## config.mk

```make
export PLATFORM = sky130hd
export DESIGN_NAME = hill_cipher_mod37_encrypt
export DESIGN_NICKNAME = d
export VERILOG_FILES = /design/src/rtl/core/hcme_pkg.sv /design/src/rtl/core/hcme_cell.sv /design/src/rtl/core/hcme_feed.sv /design/src/rtl/core/hill_cipher_mod37_encrypt.sv
export SDC_FILE = /design/constraint.sdc
export NUM_CORES = 1
export LEC_CHECK = 0
export BUFFER_PORTS_ARGS = -buffer_cell sky130_fd_sc_hd__buf_4
export CAP_MARGIN = 20
export CORE_UTILIZATION = 35
export DETAILED_ROUTE_END_ITERATION = 8
export PLACE_DENSITY = 0.56
export SYNTH_ARGS = -nofsm -noshare
export SYNTH_HDL_FRONTEND = slang
export SYNTH_SLANG_ARGS = --single-unit
```

## constraint.sdc

```tcl
create_clock -name clock -period 13.26 [get_ports clock]
set_input_delay 2.652 -clock clock [delete_from_list [all_inputs] [get_ports clock]]
set_output_delay 2.652 -clock clock [all_outputs]
set_load 0.03 [all_outputs]
```

## src/rtl/core/hcme_pkg.sv

```systemverilog
// shared types, constants and symbol mapping functions for the mod-37 hill cipher encryptor
// no dependencies; imported by every module under rtl/core
`timescale 1ns / 1ps

package hcme_pkg;

   // symbol alphabet: A-Z, 0-9, space
   localparam int SYM_W = 6;
   localparam logic [SYM_W-1:0] SYM_MOD    = 6'd37;
   localparam logic [SYM_W-1:0] SYM_SPACE  = 6'd36;
   localparam logic [SYM_W-1:0] SYM_DIGIT0 = 6'd26;

   localparam logic [7:0] CH_A     = 8'h41;
   localparam logic [7:0] CH_Z     = 8'h5a;
   localparam logic [7:0] CH_0     = 8'h30;
   localparam logic [7:0] CH_9     = 8'h39;
   localparam logic [7:0] CH_SPACE = 8'h20;

   // key storage: four rows of four 6-bit entries
   localparam int KEY_ROWS  = 4;
   localparam int KEY_COLS  = 4;
   localparam int KEY_W     = 24;
   localparam int KEY_IDX_W = 2;

   // block control fields are sized for block sizes up to 8
   localparam int ROW_W = 3;
   localparam int CNT_W = 4;

   // cell datapath: acc + key * symbol fits in 12 bits
   localparam int SUM_W     = 12;
   localparam int RED_STEPS = 7;

   // register map
   localparam int ADDR_W = 5;
   localparam int IDX_W  = 3;
   localparam logic [IDX_W-1:0] REG_BLOCK_SIZE = 3'd0;
   localparam logic [IDX_W-1:0] REG_KEY_ROW0   = 3'd1;
   localparam logic [IDX_W-1:0] REG_KEY_ROW1   = 3'd2;
   localparam logic [IDX_W-1:0] REG_KEY_ROW2   = 3'd3;
   localparam logic [IDX_W-1:0] REG_KEY_ROW3   = 3'd4;

   localparam logic [2:0]       BLOCK_SIZE_RST = 3'd1;
   localparam logic [KEY_W-1:0] KEY_ROW0_RST   = 24'd1;
   localparam logic [KEY_W-1:0] KEY_ROW1_RST   = 24'd64;
   localparam logic [KEY_W-1:0] KEY_ROW2_RST   = 24'd4096;
   localparam logic [KEY_W-1:0] KEY_ROW3_RST   = 24'd262144;

   // control that travels with each key row along the cell chain
   typedef struct packed {
      logic             valid;
      logic             last;
      logic [ROW_W-1:0] row;
      logic [CNT_W-1:0] n;
   } ctl_type;

   function automatic logic [SYM_W-1:0] char_to_sym(input logic [7:0] c);
      logic [SYM_W-1:0] s;
      if (c inside {[CH_A:CH_Z]}) begin
         s = SYM_W'(c - CH_A);
      end else if (c inside {[CH_0:CH_9]}) begin
         s = SYM_W'(c - CH_0) + SYM_DIGIT0;
      end else begin
         s = SYM_SPACE;
      end
      return s;
   endfunction

   function automatic logic [7:0] sym_to_char(input logic [SYM_W-1:0] v);
      logic [7:0] c;
      if (v < SYM_DIGIT0) begin
         c = CH_A + 8'(v);
      end else if (v < SYM_SPACE) begin
         c = CH_0 + 8'(v - SYM_DIGIT0);
      end else begin
         c = CH_SPACE;
      end
      return c;
   endfunction

endpackage

```

## src/rtl/core/hcme_cell.sv

```systemverilog
// one column cell of the matrix-vector chain: adds key[row][COL] * symbol[COL] mod 37
// depends on hcme_pkg; instantiated MAX_BLOCK times in hill_cipher_mod37_encrypt
`timescale 1ns / 1ps

module hcme_cell #(
   parameter int MAX_BLOCK = 4,
   parameter int COL       = 0
) (
   input  logic                                                    clock,
   input  logic                                                    reset,
   input  logic                                                    adv,
   input  logic [hcme_pkg::KEY_ROWS-1:0][hcme_pkg::KEY_W-1:0]      key,
   input  hcme_pkg::ctl_type                                       ctl_in,
   input  logic [hcme_pkg::SYM_W-1:0]                              acc_in,
   input  logic [MAX_BLOCK-1:0][hcme_pkg::SYM_W-1:0]               vec_in,
   output hcme_pkg::ctl_type                                       ctl_out,
   output logic [hcme_pkg::SYM_W-1:0]                              acc_out,
   output logic [MAX_BLOCK-1:0][hcme_pkg::SYM_W-1:0]               vec_out
);
   import hcme_pkg::*;

   logic [KEY_W-1:0]                 key_sel;
   logic [SYM_W-1:0]                 key_ent;
   logic [SUM_W-1:0]                 prod;
   logic [SUM_W-1:0]                 sum_a_in;
   logic [SYM_W-1:0]                 acc_b_in;

   ctl_type                          ctl_a_ff;
   logic [SUM_W-1:0]                 sum_a_ff;
   logic [MAX_BLOCK-1:0][SYM_W-1:0]  vec_a_ff;
   ctl_type                          ctl_b_ff;
   logic [SYM_W-1:0]                 acc_b_ff;
   logic [MAX_BLOCK-1:0][SYM_W-1:0]  vec_b_ff;

   // rows beyond the stored key read as zero
   assign key_sel = (ctl_in.row < ROW_W'(KEY_ROWS)) ? key[ctl_in.row[KEY_IDX_W-1:0]] : '0;

   if (COL < KEY_COLS) begin : g_key
      assign key_ent = key_sel[SYM_W*COL +: SYM_W];
   end else begin : g_nokey
      assign key_ent = '0;
   end

   // columns at or past the block size contribute nothing
   always_comb begin
      if (CNT_W'(COL) < ctl_in.n) begin
         prod = SUM_W'(key_ent) * SUM_W'(vec_in[COL]);
      end else begin
         prod = '0;
      end
      sum_a_in = SUM_W'(acc_in) + prod;
   end

   // restoring reduction mod 37, one conditional subtract per power of two
   always_comb begin
      logic [SUM_W-1:0] r;
      r = sum_a_ff;
      for (int k = RED_STEPS - 1; k >= 0; k--) begin
         if (r >= (SUM_W'(SYM_MOD) << k)) begin
            r = r - (SUM_W'(SYM_MOD) << k);
         end
      end
      acc_b_in = SYM_W'(r);
   end

   always_ff @(posedge clock) begin
      if (reset) begin
         ctl_a_ff <= '0;
         ctl_b_ff <= '0;
      end else if (adv) begin
         ctl_a_ff <= ctl_in;
         ctl_b_ff <= ctl_a_ff;
      end
   end

   always_ff @(posedge clock) begin
      if (adv) begin
         sum_a_ff <= sum_a_in;
         vec_a_ff <= vec_in;
         acc_b_ff <= acc_b_in;
         vec_b_ff <= vec_a_ff;
      end
   end

   assign ctl_out = ctl_b_ff;
   assign acc_out = acc_b_ff;
   assign vec_out = vec_b_ff;

endmodule

```

## src/rtl/core/hcme_feed.sv

```systemverilog
// input side: maps characters to symbols, gathers blocks, pads on end of text,
// and issues one key row per advancing cycle to the cells; depends on hcme_pkg
`timescale 1ns / 1ps

module hcme_feed #(
   parameter int MAX_BLOCK = 4
) (
   input  logic                                       clock,
   input  logic                                       reset,
   input  logic                                       adv,
   input  logic                                       req_tvalid,
   output logic                                       req_tready,
   input  logic [7:0]                                 req_tdata,   // char_code
   input  logic                                       req_tlast,   // end_of_text
   input  logic [2:0]                                 block_size,
   output hcme_pkg::ctl_type                          ctl_out,
   output logic [MAX_BLOCK-1:0][hcme_pkg::SYM_W-1:0]  vec_out
);
   import hcme_pkg::*;

   localparam int FILL_W = (MAX_BLOCK > 1) ? $clog2(MAX_BLOCK) : 1;
   localparam logic [CNT_W-1:0] MAX_N = CNT_W'(MAX_BLOCK);

   logic [FILL_W-1:0]                fill_ff, fill_in;
   logic [SYM_W-1:0]                 sym_buf_ff [MAX_BLOCK];
   logic                             pend_valid_ff, pend_valid_in;
   logic                             pend_last_ff;
   logic [CNT_W-1:0]                 pend_n_ff;
   logic [MAX_BLOCK-1:0][SYM_W-1:0]  pend_vec_ff;
   logic [ROW_W-1:0]                 row_ff, row_in;

   logic [SYM_W-1:0]                 sym;
   logic [CNT_W-1:0]                 n_eff;
   logic [CNT_W-1:0]                 fill_ext;
   logic                             complete;
   logic                             last_row;
   logic                             accept;
   logic                             issue;
   logic [MAX_BLOCK-1:0][SYM_W-1:0]  blk_vec;

   assign sym      = char_to_sym(req_tdata);
   assign fill_ext = CNT_W'(fill_ff);

   // block size 0 acts as 1, anything above the array size is clamped
   always_comb begin
      if (block_size == 3'd0) begin
         n_eff = CNT_W'(1);
      end else if (CNT_W'(block_size) > MAX_N) begin
         n_eff = MAX_N;
      end else begin
         n_eff = CNT_W'(block_size);
      end
   end

   assign complete   = ((fill_ext + CNT_W'(1)) >= n_eff) || req_tlast;
   assign last_row   = (CNT_W'(row_ff) + CNT_W'(1)) == pend_n_ff;
   // a character that only fills the open block never touches the pending block
   assign req_tready = adv && (!pend_valid_ff || last_row || !complete);
   assign accept     = req_tvalid && req_tready;
   assign issue      = adv && pend_valid_ff;

   // stored symbols, then the new one, then space padding
   always_comb begin
      for (int j = 0; j < MAX_BLOCK; j++) begin
         if (CNT_W'(j) < fill_ext) begin
            blk_vec[j] = sym_buf_ff[j];
         end else if (CNT_W'(j) == fill_ext) begin
            blk_vec[j] = sym;
         end else begin
            blk_vec[j] = SYM_SPACE;
         end
      end
   end

   always_comb begin
      fill_in       = fill_ff;
      pend_valid_in = pend_valid_ff;
      row_in        = row_ff;
      if (issue) begin
         if (last_row) begin
            pend_valid_in = 1'b0;
            row_in        = '0;
         end else begin
            row_in = row_ff + ROW_W'(1);
         end
      end
      if (accept) begin
         if (complete) begin
            fill_in       = '0;
            pend_valid_in = 1'b1;
            row_in        = '0;
         end else begin
            fill_in = fill_ff + FILL_W'(1);
         end
      end
   end

   always_ff @(posedge clock) begin
      if (reset) begin
         fill_ff       <= '0;
         pend_valid_ff <= 1'b0;
         row_ff        <= '0;
      end else begin
         fill_ff       <= fill_in;
         pend_valid_ff <= pend_valid_in;
         row_ff        <= row_in;
      end
   end

   always_ff @(posedge clock) begin
      if (accept) begin
         sym_buf_ff[fill_ff] <= sym;
      end
      if (accept && complete) begin
         pend_vec_ff  <= blk_vec;
         pend_n_ff    <= n_eff;
         pend_last_ff <= req_tlast;
      end
   end

   always_comb begin
      ctl_out.valid = pend_valid_ff;
      ctl_out.last  = pend_last_ff;
      ctl_out.row   = row_ff;
      ctl_out.n     = pend_n_ff;
   end
   assign vec_out = pend_vec_ff;

   a_row_in_block: assert property (@(posedge clock) disable iff (reset)
      pend_valid_ff |-> (CNT_W'(row_ff) < pend_n_ff))
      else $error("issued row index past block size");

   a_fill_cleared: assert property (@(posedge clock) disable iff (reset)
      (accept && complete) |=> (fill_ff == '0) && pend_valid_ff)
      else $error("completed block did not restart fill");

   a_ready_needs_adv: assert property (@(posedge clock) disable iff (reset)
      req_tready |-> adv)
      else $error("input taken while chain is stalled");

endmodule

```

## src/rtl/core/hill_cipher_mod37_encrypt.sv

```systemverilog
// top level of the mod-37 hill cipher encryptor: csr block, input feed, cell chain, output register
// depends on hcme_pkg, hcme_feed and hcme_cell
`timescale 1ns / 1ps
// path: the results of a block leave in row order after the character that completes it, passing
// the feed's pending register, two register stages per column cell, MAX_BLOCK cells, one output register
// throughput: one character and one result per cycle unless the output stalls; a block cut short
// by end of text holds the input for its remaining rows, as the feed issues one key row per cycle
// reset: synchronous, clears fill count, pipeline valids and registers to their defaults

module hill_cipher_mod37_encrypt #(
   parameter int MAX_BLOCK = 4
) (
   input  logic                          clock,
   input  logic                          reset,
   input  logic                          req_tvalid,
   output logic                          req_tready,
   input  logic [7:0]                    req_tdata,    // [7:0] char_code
   input  logic                          req_tlast,    // end_of_text
   output logic                          rsp_tvalid,
   input  logic                          rsp_tready,
   output logic [7:0]                    rsp_tdata,    // [7:0] cipher_char
   output logic                          rsp_tlast,    // block_done
   output logic                          rsp_tuser,    // [0] message_done
   input  logic                          csr_psel,
   input  logic                          csr_penable,
   input  logic                          csr_pwrite,
   input  logic [hcme_pkg::ADDR_W-1:0]   csr_paddr,
   input  logic [31:0]                   csr_pwdata,
   output logic [31:0]                   csr_prdata,
   output logic                          csr_pready
);
   import hcme_pkg::*;

   logic [2:0]                       block_size_ff;
   logic [KEY_ROWS-1:0][KEY_W-1:0]   key_row_ff;
   logic [IDX_W-1:0]                 csr_idx;
   logic                             csr_wr;

   logic                             adv;
   ctl_type                          ctl_c [MAX_BLOCK+1];
   logic [SYM_W-1:0]                 acc_c [MAX_BLOCK+1];
   logic [MAX_BLOCK-1:0][SYM_W-1:0]  vec_c [MAX_BLOCK+1];
   ctl_type                          ctl_t;
   logic                             tail_last;

   logic                             rsp_tvalid_ff;
   logic [7:0]                       rsp_tdata_ff;
   logic                             rsp_tlast_ff;
   logic                             rsp_tuser_ff;

   // configuration port
   assign csr_idx    = csr_paddr[ADDR_W-1:2];
   assign csr_wr     = csr_psel && csr_penable && csr_pwrite && csr_pready;
   assign csr_pready = 1'b1;

   always_ff @(posedge clock) begin
      if (reset) begin
         block_size_ff <= BLOCK_SIZE_RST;
         key_row_ff[0] <= KEY_ROW0_RST;
         key_row_ff[1] <= KEY_ROW1_RST;
         key_row_ff[2] <= KEY_ROW2_RST;
         key_row_ff[3] <= KEY_ROW3_RST;
      end else if (csr_wr) begin
         case (csr_idx)
            REG_BLOCK_SIZE: block_size_ff <= csr_pwdata[2:0];
            REG_KEY_ROW0:   key_row_ff[0] <= csr_pwdata[KEY_W-1:0];
            REG_KEY_ROW1:   key_row_ff[1] <= csr_pwdata[KEY_W-1:0];
            REG_KEY_ROW2:   key_row_ff[2] <= csr_pwdata[KEY_W-1:0];
            REG_KEY_ROW3:   key_row_ff[3] <= csr_pwdata[KEY_W-1:0];
            default: ;
         endcase
      end
   end

   always_comb begin
      case (csr_idx)
         REG_BLOCK_SIZE: csr_prdata = 32'(block_size_ff);
         REG_KEY_ROW0:   csr_prdata = 32'(key_row_ff[0]);
         REG_KEY_ROW1:   csr_prdata = 32'(key_row_ff[1]);
         REG_KEY_ROW2:   csr_prdata = 32'(key_row_ff[2]);
         REG_KEY_ROW3:   csr_prdata = 32'(key_row_ff[3]);
         default:        csr_prdata = '0;
      endcase
   end

   // the whole chain moves when the output register is free or being drained
   assign adv = !rsp_tvalid_ff || rsp_tready;

   hcme_feed #(
      .MAX_BLOCK (MAX_BLOCK)
   ) u_feed (
      .clock      (clock),
      .reset      (reset),
      .adv        (adv),
      .req_tvalid (req_tvalid),
      .req_tready (req_tready),
      .req_tdata  (req_tdata),
      .req_tlast  (req_tlast),
      .block_size (block_size_ff),
      .ctl_out    (ctl_c[0]),
      .vec_out    (vec_c[0])
   );

   assign acc_c[0] = '0;

   for (genvar j = 0; j < MAX_BLOCK; j++) begin : g_cell
      hcme_cell #(
         .MAX_BLOCK (MAX_BLOCK),
         .COL       (j)
      ) u_cell (
         .clock   (clock),
         .reset   (reset),
         .adv     (adv),
         .key     (key_row_ff),
         .ctl_in  (ctl_c[j]),
         .acc_in  (acc_c[j]),
         .vec_in  (vec_c[j]),
         .ctl_out (ctl_c[j+1]),
         .acc_out (acc_c[j+1]),
         .vec_out (vec_c[j+1])
      );
   end

   assign ctl_t     = ctl_c[MAX_BLOCK];
   assign tail_last = (CNT_W'(ctl_t.row) + CNT_W'(1)) == ctl_t.n;

   // output register parts the chain from the sink
   always_ff @(posedge clock) begin
      if (reset) begin
         rsp_tvalid_ff <= 1'b0;
      end else if (adv) begin
         rsp_tvalid_ff <= ctl_t.valid;
      end
   end

   always_ff @(posedge clock) begin
      if (adv) begin
         rsp_tdata_ff <= sym_to_char(acc_c[MAX_BLOCK]);
         rsp_tlast_ff <= tail_last;
         rsp_tuser_ff <= tail_last && ctl_t.last;
      end
   end

   assign rsp_tvalid = rsp_tvalid_ff;
   assign rsp_tdata  = rsp_tdata_ff;
   assign rsp_tlast  = rsp_tlast_ff;
   assign rsp_tuser  = rsp_tuser_ff;

   a_msg_ends_block: assert property (@(posedge clock) disable iff (reset)
      (rsp_tvalid && rsp_tuser) |-> rsp_tlast)
      else $error("message end flagged inside a block");

   a_char_set: assert property (@(posedge clock) disable iff (reset)
      rsp_tvalid |-> ((rsp_tdata >= CH_A && rsp_tdata <= CH_Z) ||
                      (rsp_tdata >= CH_0 && rsp_tdata <= CH_9) ||
                      (rsp_tdata == CH_SPACE)))
      else $error("cipher character outside the alphabet");

   a_tail_reduced: assert property (@(posedge clock) disable iff (reset)
      ctl_t.valid |-> (acc_c[MAX_BLOCK] < SYM_MOD))
      else $error("chain output not reduced mod 37");

endmodule
```

==> results of run 1 <==
[kinds of logic (layout without fill, tap and decap cells)]
kind of cell	count (synthesis)	count (layout)
buffers and inverters	320	359
other	2	10
flip-flops	370	370
adder cells (fa/ha/maj)	231	231
multiplexers	88	88
XOR/XNOR	157	157
AO/OA/AOI/OAI	860	860
AND/OR/NAND/NOR	1133	1133
[cell usage after synthesis (23+ instances only)]
cell / instances / share of area
sky130_fd_sc_hd__a211oi_1: 23 / 0.0061
sky130_fd_sc_hd__a21o_1: 46 / 0.012
sky130_fd_sc_hd__a21oi_1: 314 / 0.056
sky130_fd_sc_hd__a221o_1: 23 / 0.0081
sky130_fd_sc_hd__a22o_1: 32 / 0.0099
sky130_fd_sc_hd__and2_1: 97 / 0.021
sky130_fd_sc_hd__clkbuf_1: 98 / 0.013
sky130_fd_sc_hd__dfxtp_1: 170 / 0.12
sky130_fd_sc_hd__edfxtp_1: 200 / 0.21
sky130_fd_sc_hd__fa_1: 71 / 0.050
sky130_fd_sc_hd__ha_1: 158 / 0.070
sky130_fd_sc_hd__inv_1: 188 / 0.025
sky130_fd_sc_hd__mux2_2: 23 / 0.0092
sky130_fd_sc_hd__mux2i_1: 34 / 0.012
sky130_fd_sc_hd__mux4_2: 24 / 0.019
sky130_fd_sc_hd__nand2_1: 541 / 0.072
sky130_fd_sc_hd__nand2b_1: 40 / 0.0089
sky130_fd_sc_hd__nand3_1: 33 / 0.0058
sky130_fd_sc_hd__nor2_1: 147 / 0.020
sky130_fd_sc_hd__nor2b_1: 68 / 0.015
sky130_fd_sc_hd__nor3_1: 49 / 0.0087
sky130_fd_sc_hd__o211ai_1: 27 / 0.0072
sky130_fd_sc_hd__o21a_1: 24 / 0.0064
sky130_fd_sc_hd__o21ai_0: 92 / 0.016
sky130_fd_sc_hd__o21ai_1: 24 / 0.0042
sky130_fd_sc_hd__o21bai_1: 25 / 0.0066
sky130_fd_sc_hd__xnor2_1: 108 / 0.033
sky130_fd_sc_hd__xor2_1: 42 / 0.013
[worst max path at each step]
stage / depth (start not counted) / to / slack [ns]
after floorplan: 40 / g_cell[3].u_cell.acc_out[3] / 4.60
after global placement: 39 / g_cell[3].u_cell.acc_out[3] / 3.19
after detailed placement: 33 / g_cell[2].u_cell.acc_out[3] / 3.20
after CTS: 38 / g_cell[3].u_cell.acc_out[4] / 3.13
after global routing: 38 / g_cell[3].u_cell.acc_out[4] / 2.13
final: 38 / g_cell[3].u_cell.acc_out[4] / 3.04
[layout make-up]
type	count	area, um^2
clock buffer	53	1112
fill	8171	48250
multi-input combinational	2479	17610
timing repair buffer	96	768.2
inverter	189	716.9
sequential	370	9409
clock inverter	21	207.7
tap	1050	1314
[report_power, final]
group          leakage, nW  internal (mW)  switching [mW]  total (mW)
combinational         7.92          0.409           0.609        1.02
clock                0.651          0.623           0.488        1.11
sequential            3.45           1.35           0.118        1.47
total                 12.0           2.38            1.22        3.60
[registers in the layout (all words and copies together), names as in the netlist, 2 cells and up]
signal	cells
g_cell.u_cell.ctl_out	32
u_feed.fill_ff	2
g_cell.u_cell.vec_a_ff	36
u_feed.row_ff	3
g_cell.u_cell.sum_a_ff	48
rsp_tdata	8
g_cell.u_cell.vec_out	36
u_feed.pend_n_ff	3
u_feed.sym_buf_ff	18
key_row_ff	96
u_feed.vec_out	24
g_cell.u_cell.ctl_a_ff	32
block_size_ff	3
g_cell.u_cell.acc_out	24
[layer usage]
metal	up-vias	GRT usage	share of wire
li1	11329	-	-
met1	10573	0.2108	0.46
met2	408	0.2664	0.47
met3	90	0.02059	0.039
met4	0	0.04412	0.024
met5	-	0	0
[per-stage QoR]
stage	cells	total power, mW	instance area [um^2]	setup WS (ns)	hold WS, ns
after floorplan	3169	2.262	28300	4.602	0.4003
after global placement	4181	2.501	29740	3.189	0.4009
after detailed placement	4182	2.506	29760	3.195	0.4045
after CTS	4256	3.630	31080	3.128	0.3801
after global routing	4258	3.817	31130	2.127	0.3900
final	4258	3.598	31130	3.040	0.3820
==> results by group, run 1 <==
Synth
  • Simple logic cell fraction of the synthesized area: 0.1951
  • Share of cell area taken by muxes after synthesis: 0.04435
  • Count of state elements after synthesis: 370
  • Main combinational cell family by area after synthesis: compound AO/OA/AOI/OAI gates
  • YS warnings: 0
  • Synth Area in XOR/XNOR: 0.05050
  • Share of synthesized flip-flops with an asynchronous set or reset: 0
  • Distinct cell type count after synthesis: 138
  • Post-synthesis instance area: 28270 um^2
  • Top_reg_cell synth: sky130_fd_sc_hd__edfxtp_1
  • Synth Area in Adders: 0.1210
  • Sequential area share after synthesis: 0.3328
  • Compound-Gate Fraction of Synth Area: 0.2098
  • Mean cell area of the mapped netlist: 8.943 um^2
  • Synthesized instance count: 3161
  • Number of flops mapped to enable cells by yosys: 200

Setup path
  • Reg-to-reg critical path endpoint: g_cell[3].u_cell.acc_out[4]
  • Top Family by Delay on Critical Path: compound AO/OA/AOI/OAI gates
  • Type of the worst setup path: flop to flop
  • Crit start category: flop
  • Internal reg-to-reg setup slack: 3.04 ns
  • Critical path's slowest cell: sky130_fd_sc_hd__xnor2_1
  • Worst Path Buf+Inv: 2
  • Kind of end point of the critical path: flop
  • Path depth of the worst reg2reg path: 38
  • Data arrival time of the critical path: 10.54 ns
  • Reg2Reg Launch Point: g_cell[3].u_cell.sum_a_ff[6]
  • Highest fanout seen on the critical path: 9
  • Data required time at the worst endpoint: 13.58 ns
  • Critical path's largest stage delay: 0.54 ns
  • Worst path most repeated cell: sky130_fd_sc_hd__ha_1
  • Timing startpoint of the critical path: g_cell[3].u_cell.sum_a_ff[6]

Clock network
  • Cell chosen for the clock root: sky130_fd_sc_hd__clkbuf_16
  • Post-CTS clock slew at the launch and capture registers of the worst setup and hold paths: 0.06 ns
  • Clock tree from TritonCTS: yes
  • Number of H-tree levels: 2
  • Clock latency of the later-clocked register in the worst-skew pair: 0.60 ns
  • Post-cts sizing count: 0
  • Number of sinks on the clock net: 370
  • Max Root-Sink Buffers: 3
  • CTS Hold Buffers Added: 0
  • Total CTS buffers: 40
  • Post-CTS setup buffer count: 0

Route
  • Average wire length per cell after detail routing: 15.45 um
  • Vias per inst: 5.261
  • Number of design rule violations left after detail routing: 0
  • First-pass iteration count of the detailed router: 5
  • Total Wirelength: 65790 um
  • Via total after detailed routing: 22400
  • Antenna-violating nets left: 0
  • 1st-iter DRT viols: 1306

Cells and area
  • Top library cells by usage in the layout, fill and taps aside: 541 x sky130_fd_sc_hd__nand2_1, 314 x sky130_fd_sc_hd__a21oi_1, 200 x sky130_fd_sc_hd__edfxtp_1, 187 x sky130_fd_sc_hd__inv_1, 170 x sky130_fd_sc_hd__dfxtp_1
  • Most common cell after layout, fill and taps aside: sky130_fd_sc_hd__nand2_1
  • ANT cells: 0
  • Fraction of layout instances using a drive strength above 1: 0.1007
  • Final layout net count: 3458
  • Synth-to-layout area growth: 10.14%
  • Fin util: 0.3922

Global routing
  • Pin count of the biggest net entering global routing: 140
  • Number of antenna violations at the first check in global routing: 0
  • Residual overflow from global routing: 0
  • Wire length of the first global-routing pass: 108300 um
  • Total routing usage reported by global routing: 0.1579
  • Via count of the first global-routing pass: 21201

Floorplan
  • Die area: 81910 um^2
  • Placeable core region: 79390 um^2
  • Total number of placement rows: 103
  • # IOs: 98
  • Chip height: 286.2 um
  • Starting density of the core: 0.3561
  • Overall die width: 286.2 um

Hold path
  • Hold Path Class: flop to flop
  • Hold endpoint: g_cell[0].u_cell.vec_a_ff[9]
  • Hold-critical path depth: 0
  • Critical hold path startpoint: u_feed.vec_out[9]

Power and ir drop
  • Power density normalized to cell area: 115.6 nW/um^2
  • IR Drop Worst-Case VDD: 0.1012 mV
  • Leakage component of the power: 12.03 nW

STA
  • Final Hold Violating Endpoints: 0
  • Setup repair after global routing missed its margin: no
  • Sum of negative setup slack: 0 ns
  • Tightest Pin Transition: 1.096 ns
  • Final setup vio count: 0
  • Max frequency: 0.09785 GHz
  • Minimum period implied by the final worst setup slack: 10.22 ns
  • Final Skew: 0.04233 ns
  • Final Cycle Share: 0.7707
  • Final slew viol count: 0
  • Slew headroom: 0.2617

Place
  • Final estimated routing congestion in global placement: 0.8340
  • Count of buffers inserted at the top-level ports: 78
  • Estimated wirelength of the detail-placed design: 48180 um

Run status
  • Run status: finished, final reports clean

Job
  • Number of maximum-capacitance violations: 0
Power figures use the tool's default switching activity.
==> inputs of run 2 (changes only) <==
PLACE_DENSITY = 0.58   (was 0.56)
clock period = 8.72 ns   (was 13.26 ns; I/O delays follow)
==> run 2 against run 1 <==
Effect of this change:
- wire length grew 1.3%
- sequential power grew 50%
- sequential cell count is the same
- count of clock-buffer cells in the layout shrank 8
- utilization grew 1.6 points
- power grew 61%
- global-route usage grew 0.18 points
- via count grew 2.5%
- die area is the same
- final cell count grew 3.2%
==> results by group, run 2 (synthesized netlist as in run 1, its figures left out) <==
Route
  • Via total after detailed routing: 22952
  • Vias per inst: 5.222
  • Average wire length per cell after detail routing: 15.16 um
  • Total Wirelength: 66640 um
  • Number of design rule violations left after detail routing: 0
  • Antenna-violating nets left: 0
  • 1st-iter DRT viols: 1269
  • First-pass iteration count of the detailed router: 5

Cells and area
  • Most common cell after layout, fill and taps aside: sky130_fd_sc_hd__nand2_1
  • Flip-flop count of the largest register, all copies and words added: 96
  • Register with the most flip-flops: key_row_ff
  • Fraction of layout instances using a drive strength above 1: 0.1483
  • Leading registers by flop count: key_row_ff (96), g_cell.u_cell.sum_a_ff (48)
  • Final layout net count: 3596
  • Number of fill cells: 8035
  • Fin area: 32430 um^2
  • Top library cells by usage in the layout, fill and taps aside: 541 x sky130_fd_sc_hd__nand2_1, 312 x sky130_fd_sc_hd__a21oi_1, 232 x sky130_fd_sc_hd__buf_4, 200 x sky130_fd_sc_hd__edfxtp_1, 186 x sky130_fd_sc_hd__inv_1
  • Synth-to-layout area growth: 14.73%
  • ANT cells: 0

Setup path
  • Worst Path Buf+Inv: 4
  • Top Family by Delay on Critical Path: simple AND/OR/NAND/NOR gates
  • Crit start category: flop
  • Data arrival time of the critical path: 8.46 ns
  • Critical path's largest stage delay: 0.57 ns
  • Kind of end point of the critical path: flop
  • Type of the worst setup path: flop to flop
  • Highest fanout seen on the critical path: 8
  • Data required time at the worst endpoint: 9.00 ns
  • Critical path's slowest cell: sky130_fd_sc_hd__or4_4
  • Worst path most repeated cell: sky130_fd_sc_hd__ha_1

STA
  • Final Cycle Share: 0.9384
  • Final setup vio count: 0
  • Final slew viol count: 0
  • Max frequency: 0.1222 GHz
  • Final Skew: 0.07122 ns
  • Sum of negative setup slack: 0 ns
  • Minimum period implied by the final worst setup slack: 8.183 ns
  • Slew headroom: 0.2419
  • Final Hold Violating Endpoints: 0
  • Tightest Pin Transition: 1.134 ns

Clock network
  • Number of sinks on the clock net: 370
  • Max Root-Sink Buffers: 3
  • Total CTS buffers: 40
  • Post-CTS clock slew at the launch and capture registers of the worst setup and hold paths: 0.06 ns
  • Clock tree from TritonCTS: yes
  • Number of H-tree levels: 2
  • Cell chosen for the clock root: sky130_fd_sc_hd__clkbuf_16
  • Clock latency of the later-clocked register in the worst-skew pair: 0.60 ns
  • CTS Hold Buffers Added: 0

Power and ir drop
  • IR Drop Worst-Case VDD: 0.1698 mV
  • Power density normalized to cell area: 179.0 nW/um^2
  • Leakage component of the power: 12.76 nW
  • Post-layout total power: 5.805 mW

Floorplan
  • Overall die width: 286.2 um
  • Die area: 81910 um^2
  • # IOs: 98
  • Total number of placement rows: 103
  • Starting density of the core: 0.3561
  • Chip height: 286.2 um
  • Placeable core region: 79390 um^2

Hold path
  • Hold Path Class: flop to flop

Run status
  • Run status: finished, final reports clean

Job
  • Number of maximum-capacitance violations: 0

Global routing
  • Wire length of the first global-routing pass: 110200 um
  • Pin count of the biggest net entering global routing: 154
  • Number of antenna violations at the first check in global routing: 2
  • Total routing usage reported by global routing: 0.1597
  • Via count of the first global-routing pass: 21796
  • Residual overflow from global routing: 0

Place
  • Placed Instance Area: 30690 um^2
  • Count of buffers inserted at the top-level ports: 78
  • Estimated wirelength of the detail-placed design: 48970 um
  • Final estimated routing congestion in global placement: 0.8418
-- run 2: cell count changes in the layout (fill, tap and decap cells not counted), sizes merged --
| cell | delta |
|---|---|
| buf | +138 |
| bufinv | +5 |
| clkbuf | -8 |
| clkinvlp | +2 |
-- run 2: path summary, 6_finish.rpt --
path / from / endpoint / slack (ns) / cells after the start
hold reg to reg: g_cell[1].u_cell.vec_a_ff[21] / g_cell[1].u_cell.vec_out[21] / 0.42 / 0
setup reg to reg: g_cell[2].u_cell.sum_a_ff[6] / g_cell[2].u_cell.acc_out[3] / 0.54 / 34
setup / recovery: g_cell[2].u_cell.sum_a_ff[6] / g_cell[2].u_cell.acc_out[3] / 0.54 / 34
hold / removal: g_cell[1].u_cell.vec_a_ff[21] / g_cell[1].u_cell.vec_out[21] / 0.42 / 0
-- run 2: metal layers --
layer	vias up	GRT usage	wire (um)
li1	11603	-	-
met5	-	0	0
met2	414	0.2711	31890
met3	72	0.01733	2600
met4	0	0.03289	986
met1	10863	0.2185	31160
-- run 2: cell type report --
| cell class | count | area [um^2] | share of cell area |
|---|---|---|---|
| Clock buffer | 45 | 1030 | 0.03175 |
| Clock inverter | 28 | 366.6 | 0.01130 |
| Inverter | 189 | 716.9 | 0.02210 |
| Multi-Input combinational cell | 2479 | 17810 | 0.5492 |
| Sequential cell | 370 | 9409 | 0.2901 |
| Tap cell | 1050 | 1314 | 0.04051 |
| Timing Repair Buffer | 234 | 1784 | 0.05501 |
-- run 2: report_power, final --
group	switching, mW	leakage, nW	internal [mW]	total (mW)
Clock	0.736	0.679	1.04	1.78
Combinational	1.01	8.63	0.807	1.82
Sequential	0.152	3.45	2.05	2.21
Total	1.90	12.8	3.91	5.80
-- run 2: through the flow --
step | utilization | std cells | setup slack, ns | hold WS (ns)
after floorplan | - | 3169 | 0.06211 | 0.4003
after global placement | 0.3866 | 4307 | 0.2831 | 0.4002
after detailed placement | 0.3866 | 4307 | 0.2070 | 0.4045
after CTS | 0.4042 | 4380 | 0.1096 | 0.4179
after global routing | 0.4086 | 4395 | -0.03225 | 0.4186
final | 0.4086 | 4395 | 0.5373 | 0.4171
-- run 2: repair_timing --
item,CTS,global route
hold endpoints to repair,0,0
resized for setup,0,49
setup buffers,0,13
setup endpoints to repair,0,24
